$ cat config.mk
export PLATFORM = sky130hd
export DESIGN_NAME = led_matrix_scan_controller_top
export DESIGN_NICKNAME = d
export VERILOG_FILES = /design/src/sv/lmsc_pkg.sv /design/src/sv/lmsc_frame.sv /design/src/sv/lmsc_scan.sv /design/src/sv/led_matrix_scan_controller_top.sv
export SDC_FILE = /design/constraint.sdc
export NUM_CORES = 1
export LEC_CHECK = 0
export BUFFER_PORTS_ARGS = -buffer_cell sky130_fd_sc_hd__buf_2
export CAP_MARGIN = 40
export CORE_UTILIZATION = 65
export CTS_CLUSTER_DIAMETER = 30
export DETAILED_ROUTE_END_ITERATION = 12
export PLACE_DENSITY = 0.86
export SETUP_SLACK_MARGIN = 0.3
export SLEW_MARGIN = 20
export SYNTH_ARGS = -nofsm -noshare
export SYNTH_HDL_FRONTEND = slang
export SYNTH_SLANG_ARGS = --single-unit
$ cat constraint.sdc
create_clock -name clk -period 6.2 [get_ports clk]
set_input_delay 1.24 -clock clk [delete_from_list [all_inputs] [get_ports clk]]
set_output_delay 1.24 -clock clk [all_outputs]
set_load 0.005 [all_outputs]
$ cat src/sv/lmsc_pkg.sv
// shared types and constants for the led matrix scan controller
`default_nettype none

package lmsc_pkg;

	localparam int MATRIX_ROWS = 8;
	localparam int MATRIX_COLS = 8;
	localparam int MODE_LAMPS  = 4;

	localparam int ROW_IDX_W = $clog2(MATRIX_ROWS);
	localparam int COL_IDX_W = $clog2(MATRIX_COLS);

	localparam logic [2:0] DP_COL = 3'd7;

	localparam logic [3:0] SLOT_MODE     = 4'd8;
	localparam logic [3:0] SLOT_UNIT     = 4'd9;
	localparam logic [3:0] SLOT_UPPER_DP = 4'd10;
	localparam logic [3:0] SLOT_LOWER_DP = 4'd11;

	localparam logic [3:0] MODE_LAMP_MASK = 4'((1 << MODE_LAMPS) - 1);

	localparam logic [ROW_IDX_W-1:0] UPPER_DP_ROW = 3'd1;
	localparam logic [ROW_IDX_W-1:0] LOWER_DP_ROW = 3'd4;

	localparam logic [1:0] CFG_SCAN_PERIOD    = 2'd0;
	localparam logic [1:0] CFG_DISPLAY_ENABLE = 2'd1;

	typedef enum logic [2:0] {
		FN_TICK    = 3'd0,
		FN_ROW_CHK = 3'd1,
		FN_ROW_RAW = 3'd2,
		FN_PIXEL   = 3'd3,
		FN_CLEAR   = 3'd4,
		FN_FILL    = 3'd5
	} func_t;

	typedef struct packed {
		logic [2:0]           func;
		logic [ROW_IDX_W-1:0] row_index;
		logic [COL_IDX_W-1:0] col_index;
		logic [7:0]           row_bits;
		logic                 pixel_on;
		logic [3:0]           lamp_bits;
		logic                 dc_charging;
		logic [1:0]           unit_index;
	} req_t;

	typedef struct packed {
		logic [7:0] row_drive;
		logic [7:0] col_drive;
		logic       scan_stepped;
	} result_t;

	typedef struct packed {
		logic       valid;
		logic [1:0] index;
		logic [7:0] data;
	} cfg_wr_t;

	typedef logic [MATRIX_ROWS-1:0][MATRIX_COLS-1:0] frame_t;

endpackage

`default_nettype wire

$ cat src/sv/lmsc_frame.sv
// 8x8 frame buffer with per-row update logic
`default_nettype none

module lmsc_frame (
	input  wire logic            clk,
	input  wire logic            arst_n,
	input  wire logic            valid_s1,
	input  wire lmsc_pkg::req_t  req_s1,
	output lmsc_pkg::frame_t     frame
);

	lmsc_pkg::frame_t frame_q;
	lmsc_pkg::frame_t frame_d;

	logic in_upper;
	logic in_lower;

	assign in_upper = (req_s1.row_index >= 3'd1) && (req_s1.row_index <= 3'd3);
	assign in_lower = (req_s1.row_index >= 3'd4) && (req_s1.row_index <= 3'd6);

	always_comb begin
		frame_d = frame_q;
		if (valid_s1) begin
			for (int i = 0; i < lmsc_pkg::MATRIX_ROWS; i++) begin
				case (req_s1.func)
					lmsc_pkg::FN_ROW_CHK: begin
						// a set decimal point clears the others in its group
						if (req_s1.row_bits[lmsc_pkg::DP_COL]) begin
							if ((in_upper && i >= 1 && i <= 3) ||
							    (in_lower && i >= 4 && i <= 6)) begin
								frame_d[i][lmsc_pkg::DP_COL] = 1'b0;
							end
						end
						if (req_s1.row_index == lmsc_pkg::ROW_IDX_W'(i)) begin
							frame_d[i] = req_s1.row_bits;
						end
					end
					lmsc_pkg::FN_ROW_RAW: begin
						if (req_s1.row_index == lmsc_pkg::ROW_IDX_W'(i)) begin
							frame_d[i] = req_s1.row_bits;
						end
					end
					lmsc_pkg::FN_PIXEL: begin
						if (req_s1.row_index == lmsc_pkg::ROW_IDX_W'(i)) begin
							frame_d[i][req_s1.col_index] = req_s1.pixel_on;
						end
					end
					lmsc_pkg::FN_CLEAR: begin
						frame_d[i] = '0;
					end
					lmsc_pkg::FN_FILL: begin
						frame_d[i] = '1;
					end
					default: begin
						frame_d[i] = frame_q[i];
					end
				endcase
			end
		end
	end

	always_ff @(posedge clk or negedge arst_n) begin
		if (!arst_n) begin
			frame_q <= '0;
		end else begin
			frame_q <= frame_d;
		end
	end

	assign frame = frame_q;

	a_clear_empties: assert property (@(posedge clk) disable iff (!arst_n)
		valid_s1 && req_s1.func == lmsc_pkg::FN_CLEAR |=> frame_q == '0)
		else $error("frame not empty after clear");

	a_idle_holds: assert property (@(posedge clk) disable iff (!arst_n)
		!valid_s1 |=> $stable(frame_q))
		else $error("frame changed without a request");

	a_one_dp_upper: assert property (@(posedge clk) disable iff (!arst_n)
		valid_s1 && req_s1.func == lmsc_pkg::FN_ROW_CHK && in_upper &&
		req_s1.row_bits[lmsc_pkg::DP_COL]
		|=> $countones({frame_q[1][7], frame_q[2][7], frame_q[3][7]}) == 1)
		else $error("checked write left several upper decimal points");

endmodule

`default_nettype wire

$ cat src/sv/lmsc_scan.sv
// scan slot sequencer: tick divider, slot counter and held drive masks
`default_nettype none

module lmsc_scan (
	input  wire logic              clk,
	input  wire logic              arst_n,
	input  wire logic              valid_s1,
	input  wire lmsc_pkg::req_t    req_s1,
	input  wire lmsc_pkg::frame_t  frame,
	input  wire lmsc_pkg::cfg_wr_t cfg_wr,
	output lmsc_pkg::result_t      scan_next
);

	logic [7:0] period_q;
	logic       enable_q;
	logic [7:0] tick_q;
	logic [3:0] slot_q;
	logic [7:0] row_q;
	logic [7:0] col_q;

	logic [7:0] tick_inc;
	logic       due;
	logic [7:0] slot_row;
	logic [7:0] slot_col;
	logic [3:0] slot_nxt;
	logic [7:0] row_d;
	logic [7:0] col_d;
	logic [7:0] tick_d;
	logic [3:0] slot_d;
	logic       is_tick;

	assign is_tick  = valid_s1 && (req_s1.func == lmsc_pkg::FN_TICK);
	assign tick_inc = (tick_q != 8'hFF) ? tick_q + 8'd1 : tick_q;
	assign due      = is_tick && (tick_inc >= period_q);
	assign slot_nxt = (slot_q >= lmsc_pkg::SLOT_LOWER_DP) ? 4'd0 : slot_q + 4'd1;

	// drive pattern for the current slot
	always_comb begin
		slot_row = '0;
		slot_col = '0;
		if (slot_q < 4'(lmsc_pkg::MATRIX_ROWS)) begin
			slot_row = 8'd1 << slot_q[2:0];
			slot_col = frame[slot_q[2:0]];
			slot_col[lmsc_pkg::DP_COL] = 1'b0;
		end else if (slot_q == lmsc_pkg::SLOT_MODE) begin
			slot_row = 8'd1;
			slot_col = {4'd0, req_s1.lamp_bits & lmsc_pkg::MODE_LAMP_MASK};
			if (req_s1.dc_charging) begin
				slot_col[3] = 1'b1;
				slot_col[4] = 1'b1;
			end
		end else if (slot_q == lmsc_pkg::SLOT_UNIT) begin
			case (req_s1.unit_index)
				2'd0:    slot_col = 8'h20;
				2'd1:    slot_col = 8'h40;
				default: slot_col = 8'h80;
			endcase
			slot_row = (req_s1.unit_index == 2'd3) ? 8'h08 : 8'h01;
		end else if (slot_q == lmsc_pkg::SLOT_UPPER_DP) begin
			if (frame[lmsc_pkg::UPPER_DP_ROW][lmsc_pkg::DP_COL]) begin
				slot_row = 8'd1 << lmsc_pkg::UPPER_DP_ROW;
				slot_col = 8'd1 << lmsc_pkg::DP_COL;
			end else if (frame[lmsc_pkg::UPPER_DP_ROW + 3'd1][lmsc_pkg::DP_COL]) begin
				slot_row = 8'd1 << (lmsc_pkg::UPPER_DP_ROW + 3'd1);
				slot_col = 8'd1 << lmsc_pkg::DP_COL;
			end
		end else begin
			if (frame[lmsc_pkg::LOWER_DP_ROW][lmsc_pkg::DP_COL]) begin
				slot_row = 8'd1 << lmsc_pkg::LOWER_DP_ROW;
				slot_col = 8'd1 << lmsc_pkg::DP_COL;
			end else if (frame[lmsc_pkg::LOWER_DP_ROW + 3'd1][lmsc_pkg::DP_COL]) begin
				slot_row = 8'd1 << (lmsc_pkg::LOWER_DP_ROW + 3'd1);
				slot_col = 8'd1 << lmsc_pkg::DP_COL;
			end
		end
	end

	always_comb begin
		row_d  = row_q;
		col_d  = col_q;
		tick_d = tick_q;
		slot_d = slot_q;
		if (is_tick) begin
			tick_d = due ? 8'd0 : tick_inc;
		end
		if (due) begin
			if (enable_q) begin
				row_d  = slot_row;
				col_d  = slot_col;
				slot_d = slot_nxt;
			end else begin
				row_d = '0;
				col_d = '0;
			end
		end
		// disabling blanks the drives right away
		if (cfg_wr.valid && cfg_wr.index == lmsc_pkg::CFG_DISPLAY_ENABLE &&
		    !cfg_wr.data[0]) begin
			row_d = '0;
			col_d = '0;
		end
	end

	always_ff @(posedge clk or negedge arst_n) begin
		if (!arst_n) begin
			period_q <= 8'd1;
			enable_q <= 1'b1;
			tick_q   <= '0;
			slot_q   <= '0;
			row_q    <= '0;
			col_q    <= '0;
		end else begin
			if (cfg_wr.valid && cfg_wr.index == lmsc_pkg::CFG_SCAN_PERIOD) begin
				period_q <= cfg_wr.data;
			end
			if (cfg_wr.valid && cfg_wr.index == lmsc_pkg::CFG_DISPLAY_ENABLE) begin
				enable_q <= cfg_wr.data[0];
			end
			tick_q <= tick_d;
			slot_q <= slot_d;
			row_q  <= row_d;
			col_q  <= col_d;
		end
	end

	assign scan_next.row_drive    = row_d;
	assign scan_next.col_drive    = col_d;
	assign scan_next.scan_stepped = due;

	a_slot_range: assert property (@(posedge clk) disable iff (!arst_n)
		slot_q <= lmsc_pkg::SLOT_LOWER_DP)
		else $error("scan slot out of range");

	a_one_row: assert property (@(posedge clk) disable iff (!arst_n)
		$onehot0(row_q))
		else $error("more than one row driven");

	a_disabled_blank: assert property (@(posedge clk) disable iff (!arst_n)
		due && !enable_q |=> row_q == '0 && col_q == '0 && $stable(slot_q))
		else $error("disabled step did not blank the drives");

endmodule

`default_nettype wire

$ cat src/sv/led_matrix_scan_controller_top.sv
// top level of the led matrix scan controller: request and result registers
`default_nettype none

// Takes one request per clock: busy never rises, and every request gets exactly
// one result, strobed on done for one cycle after the input register, then the
// state update and result register. The frame buffer, slot counter and tick
// divider are updated in that state update, so back-to-back requests see each
// other's effects in order. done cannot be held off; capture result in the cycle
// it is strobed. Configuration writes are always ready (cfg_ready is tied high)
// and act on the next edge; issue them only while no request is in flight.
module led_matrix_scan_controller_top (
	input  wire logic              clk,
	input  wire logic              arst_n,
	input  wire logic              start,
	output logic                   busy,
	input  wire lmsc_pkg::req_t    req,
	output logic                   done,
	output lmsc_pkg::result_t      result,
	input  wire logic              cfg_valid,
	output logic                   cfg_ready,
	input  wire logic [1:0]        cfg_index,
	input  wire logic [7:0]        cfg_data
);

	logic               valid_s1;
	lmsc_pkg::req_t     req_s1;
	logic               valid_s2;
	lmsc_pkg::result_t  result_s2;
	lmsc_pkg::frame_t   frame;
	lmsc_pkg::result_t  scan_next;
	lmsc_pkg::cfg_wr_t  cfg_wr;

	assign busy      = 1'b0;
	assign cfg_ready = 1'b1;

	assign cfg_wr.valid = cfg_valid && cfg_ready;
	assign cfg_wr.index = cfg_index;
	assign cfg_wr.data  = cfg_data;

	always_ff @(posedge clk or negedge arst_n) begin
		if (!arst_n) begin
			valid_s1 <= 1'b0;
			valid_s2 <= 1'b0;
		end else begin
			valid_s1 <= start && !busy;
			valid_s2 <= valid_s1;
		end
	end

	always_ff @(posedge clk) begin
		if (start && !busy) begin
			req_s1 <= req;
		end
		if (valid_s1) begin
			result_s2 <= scan_next;
		end
	end

	lmsc_frame u_frame (
		.clk      (clk),
		.arst_n   (arst_n),
		.valid_s1 (valid_s1),
		.req_s1   (req_s1),
		.frame    (frame)
	);

	lmsc_scan u_scan (
		.clk       (clk),
		.arst_n    (arst_n),
		.valid_s1  (valid_s1),
		.req_s1    (req_s1),
		.frame     (frame),
		.cfg_wr    (cfg_wr),
		.scan_next (scan_next)
	);

	assign done   = valid_s2;
	assign result = result_s2;

	a_done_follows: assert property (@(posedge clk) disable iff (!arst_n)
		start && !busy |=> ##1 done)
		else $error("accepted request produced no result");

	a_no_spurious: assert property (@(posedge clk) disable iff (!arst_n)
		done |-> $past(valid_s1))
		else $error("result without a request");

	a_step_from_tick: assert property (@(posedge clk) disable iff (!arst_n)
		done && result.scan_stepped |-> $past(req_s1.func) == lmsc_pkg::FN_TICK)
		else $error("scan step reported for a non-tick request");

endmodule

`default_nettype wire
==> impl_metrics.yaml <==
place:
  gp_congestion: 0.9804
  port_buffers: 56
  dp_hpwl_um: 13380
worst_setup_path:
  critPathArrivalTime_ps: 3870
  cp-end-kind: "register"
  crit_type: "register to register"
  critPathRequiredTime_ps: 6330
  startpoint_type: "register"
  cp_max_fo: 16
grt:
  first_global_vias: 6298
  antenna_found_initial: 0
  grt-ovfl-total: 0
  grt_max_degree: 69
  grt_pass1_wl_um: 31900
  grtUsageTotal: 0.3647
die:
  dieArea_um2: 11770
  die_w_um: 108.5
  initial_core_util: 0.6743
  rows: 38
  io_pins: 59
  coreArea_um2: 10940
  fp.dieH_um: 108.5
pwr:
  p_switching_uw: 850.4
  p_leak_nw: 3.459
  p_sw_frac: 0.3003
  p_comb_frac: 0.206
  p_seq_frac: 0.437
  p_int_mw: 1.982
  irDropWorstVdd_uv: 305.1
  p_per_area_nw_per_um2: 342.7
  p_clk_frac: 0.357
drt:
  vias_per_cell: 6.823
  wl_per_cell_um: 21.20
  drt_pass1_iterations: 9
  antenna_left: 0
  drt-total-wl_um: 20140
  first_iter_violations: 915
  vias: 6482
  drc: 0
layout:
  fillers: 709
  diodes: 0
  layout-drive-gt1-share: 0.1778
  nets: 851
  area_delta_synth_final_pct: 12.08
  fin_util: 0.7557
sta:
  rsz0062_at_grt: "no"
  finalCritPeriodShare: 0.6023
  max_freq_mhz: 267.8
  slew_headroom: 0.3823
  hold_viol: 0
  worst_pin_slew_ps: 923.1
  skew_ps: 8.267
  tns_ps: 0
  fin_crit_ps: 3734
  setup_viol: 0
  drv_slew: 0
clocking:
  cts.sinks: 141
  root_buffer: "clkbuf_16"
  clock_path_buffers: 2
  ctsResizeCount: 0
  clk_latency_ps: 420
  postCtsSetupRepairBufs: 0
  cts_buffers: 17
  clk_pin_slew_ps: 60
  cts_hold_buf: 0
  cts_tree: "yes"
  cts_max_level: 4
synth:
  ys_ff_latch: 141
  synth_top_area_cell: "dfrtp_1"
  synth.most_common_cell: "o21ai_0"
  synthTopCellsByCount: "o21ai_0 (136), dfrtp_1 (97), a21oi_1 (77)"
  synth_cell_types: 71
  syn_avg_cell_area_um2: 9.702
  synth_edf_count: 42
  ys_warn_count: 0
  async_flop_share: 0.7021
  syn_nets: 814
  synthTopCellsByArea: "dfrtp_1 (33%), edfxtp_1 (17%), o21ai_0 (9.2%)"
  syn-instance-count: 760
  syn_area_um2: 7373
  ys_seq_area_frac: 0.5074
  synth_top_area_share: 0.3292
  synth_flop_cell: "dfrtp_1"
run:
  max_cap_violations: 0
worst_hold_path:
  min_path_type: "register to register"
run_status:
  status: "finished clean"
sequential cells by signal, indices dropped and copies added, names as in the netlist, 4 cells and up:
name and cells:
u_frame.frame 60, u_scan.tick_q 8, u_scan.col_q 8, u_scan.period_q 8, result 17, req_s1 25, u_scan.row_q 8, u_scan.slot_q 4
placed cells by master, fill, tap and decap left out, types with 5 or more instances in the layout:
master	instances
a211oi_1	5
a21oi_1	77
a22o_1	8
and2_1	5
buf_2	55
buf_4	8
clkbuf_16	18
dfrtp_1	97
edfxtp_1	42
ha_1	15
inv_1	20
mux2_2	15
mux4_2	7
nand2_1	66
nand2b_1	5
nand3_1	18
nand4_1	5
nor2_1	58
nor2b_1	8
nor3_1	15
nor3_2	7
o21ai_0	136
o21ai_1	21
o22ai_1	7
power groups by stage:
stage | Combinational [mW] | Sequential [mW] | Clock, mW
detailed placement | 0.560 | 1.25 | 0
global route | 0.645 | 1.25 | 1.05
CTS | 0.570 | 1.23 | 1.01
global placement | 0.523 | 1.23 | 0
floorplan | 0.430 | 1.19 | 0
finish | 0.585 | 1.24 | 1.01
stage by stage:
step | hold slack, ps | total power [mW] | setup WS (ps) | cell area, um2 | std cells
floorplan | 461.6 | 1.621 | 3339 | 7373 | 760
global route | 530.7 | 2.945 | 2144 | 8264 | 950
detailed placement | 484.6 | 1.806 | 2205 | 7627 | 915
CTS | 497.0 | 2.811 | 2127 | 8218 | 947
global placement | 479.6 | 1.757 | 2540 | 7592 | 912
finish | 501.3 | 2.832 | 2466 | 8264 | 950
metal layers:
layer,GRT usage,routed length [um],vias up
li1,-,-,2826
met5,0,0,-
met2,0.5918,9755,471
met4,0.1622,748,0
met1,0.4601,7450,3092
met3,0.09584,2181,93
critical path, cell delays in order, from the launching register on:
cell	delay [ps]
dfrtp_1	420
ha_1	260
nand2_1	150
nor3_2	370
nor2_1	160
nand3_1	160
xnor2_1	140
ha_1	280
a21oi_1	140
o21ai_0	170
and2_4	200
nor2_2	250
buf_6	240
inv_4	90
nand3_1	210
o21ai_0	190
final cells by class:
cell class | count | area [um2] | share of cell area
Sequential cell | 141 | 3741 | 0.4527
Multi-Input combinational cell | 549 | 3283 | 0.3973
Clock buffer | 22 | 475.5 | 0.05753
Timing Repair Buffer | 66 | 389.1 | 0.04709
Tap cell | 140 | 175.2 | 0.02120
Clock inverter | 10 | 115.1 | 0.01393
Inverter | 22 | 85.08 | 0.01030
cells by family (layout without fill, tap and decap cells):
logic type / Yosys count / count (layout) / synth area share
xor+xnor: 5 / 5 / 0.008486
simple gates: 215 / 215 / 0.1425
flops: 141 / 141 / 0.5074
buf+inv: 70 / 120 / 0.04802
fa+ha+maj: 15 / 15 / 0.02545
mux: 25 / 25 / 0.05040
other cells: 2 / 2 / 0.001019
compound gates: 287 / 287 / 0.2167
worst paths after layout:
kind                                         from           endpoint  slack (ps)  cells past startpoint
worst min register to register  u_frame.frame[56]  u_frame.frame[56]         500                      2
worst min-delay path            u_frame.frame[56]  u_frame.frame[56]         500                      2
min in group asynchronous                  arst_n    u_scan.col_q[4]         750                      1
worst max-delay path             u_scan.tick_q[0]          result[6]        2470                     15
worst max register to register   u_scan.tick_q[0]          result[6]        2470                     15
max in group asynchronous                  arst_n  u_frame.frame[25]        4550                      3
No activity file was read; power rests on OpenSTA's default activity.
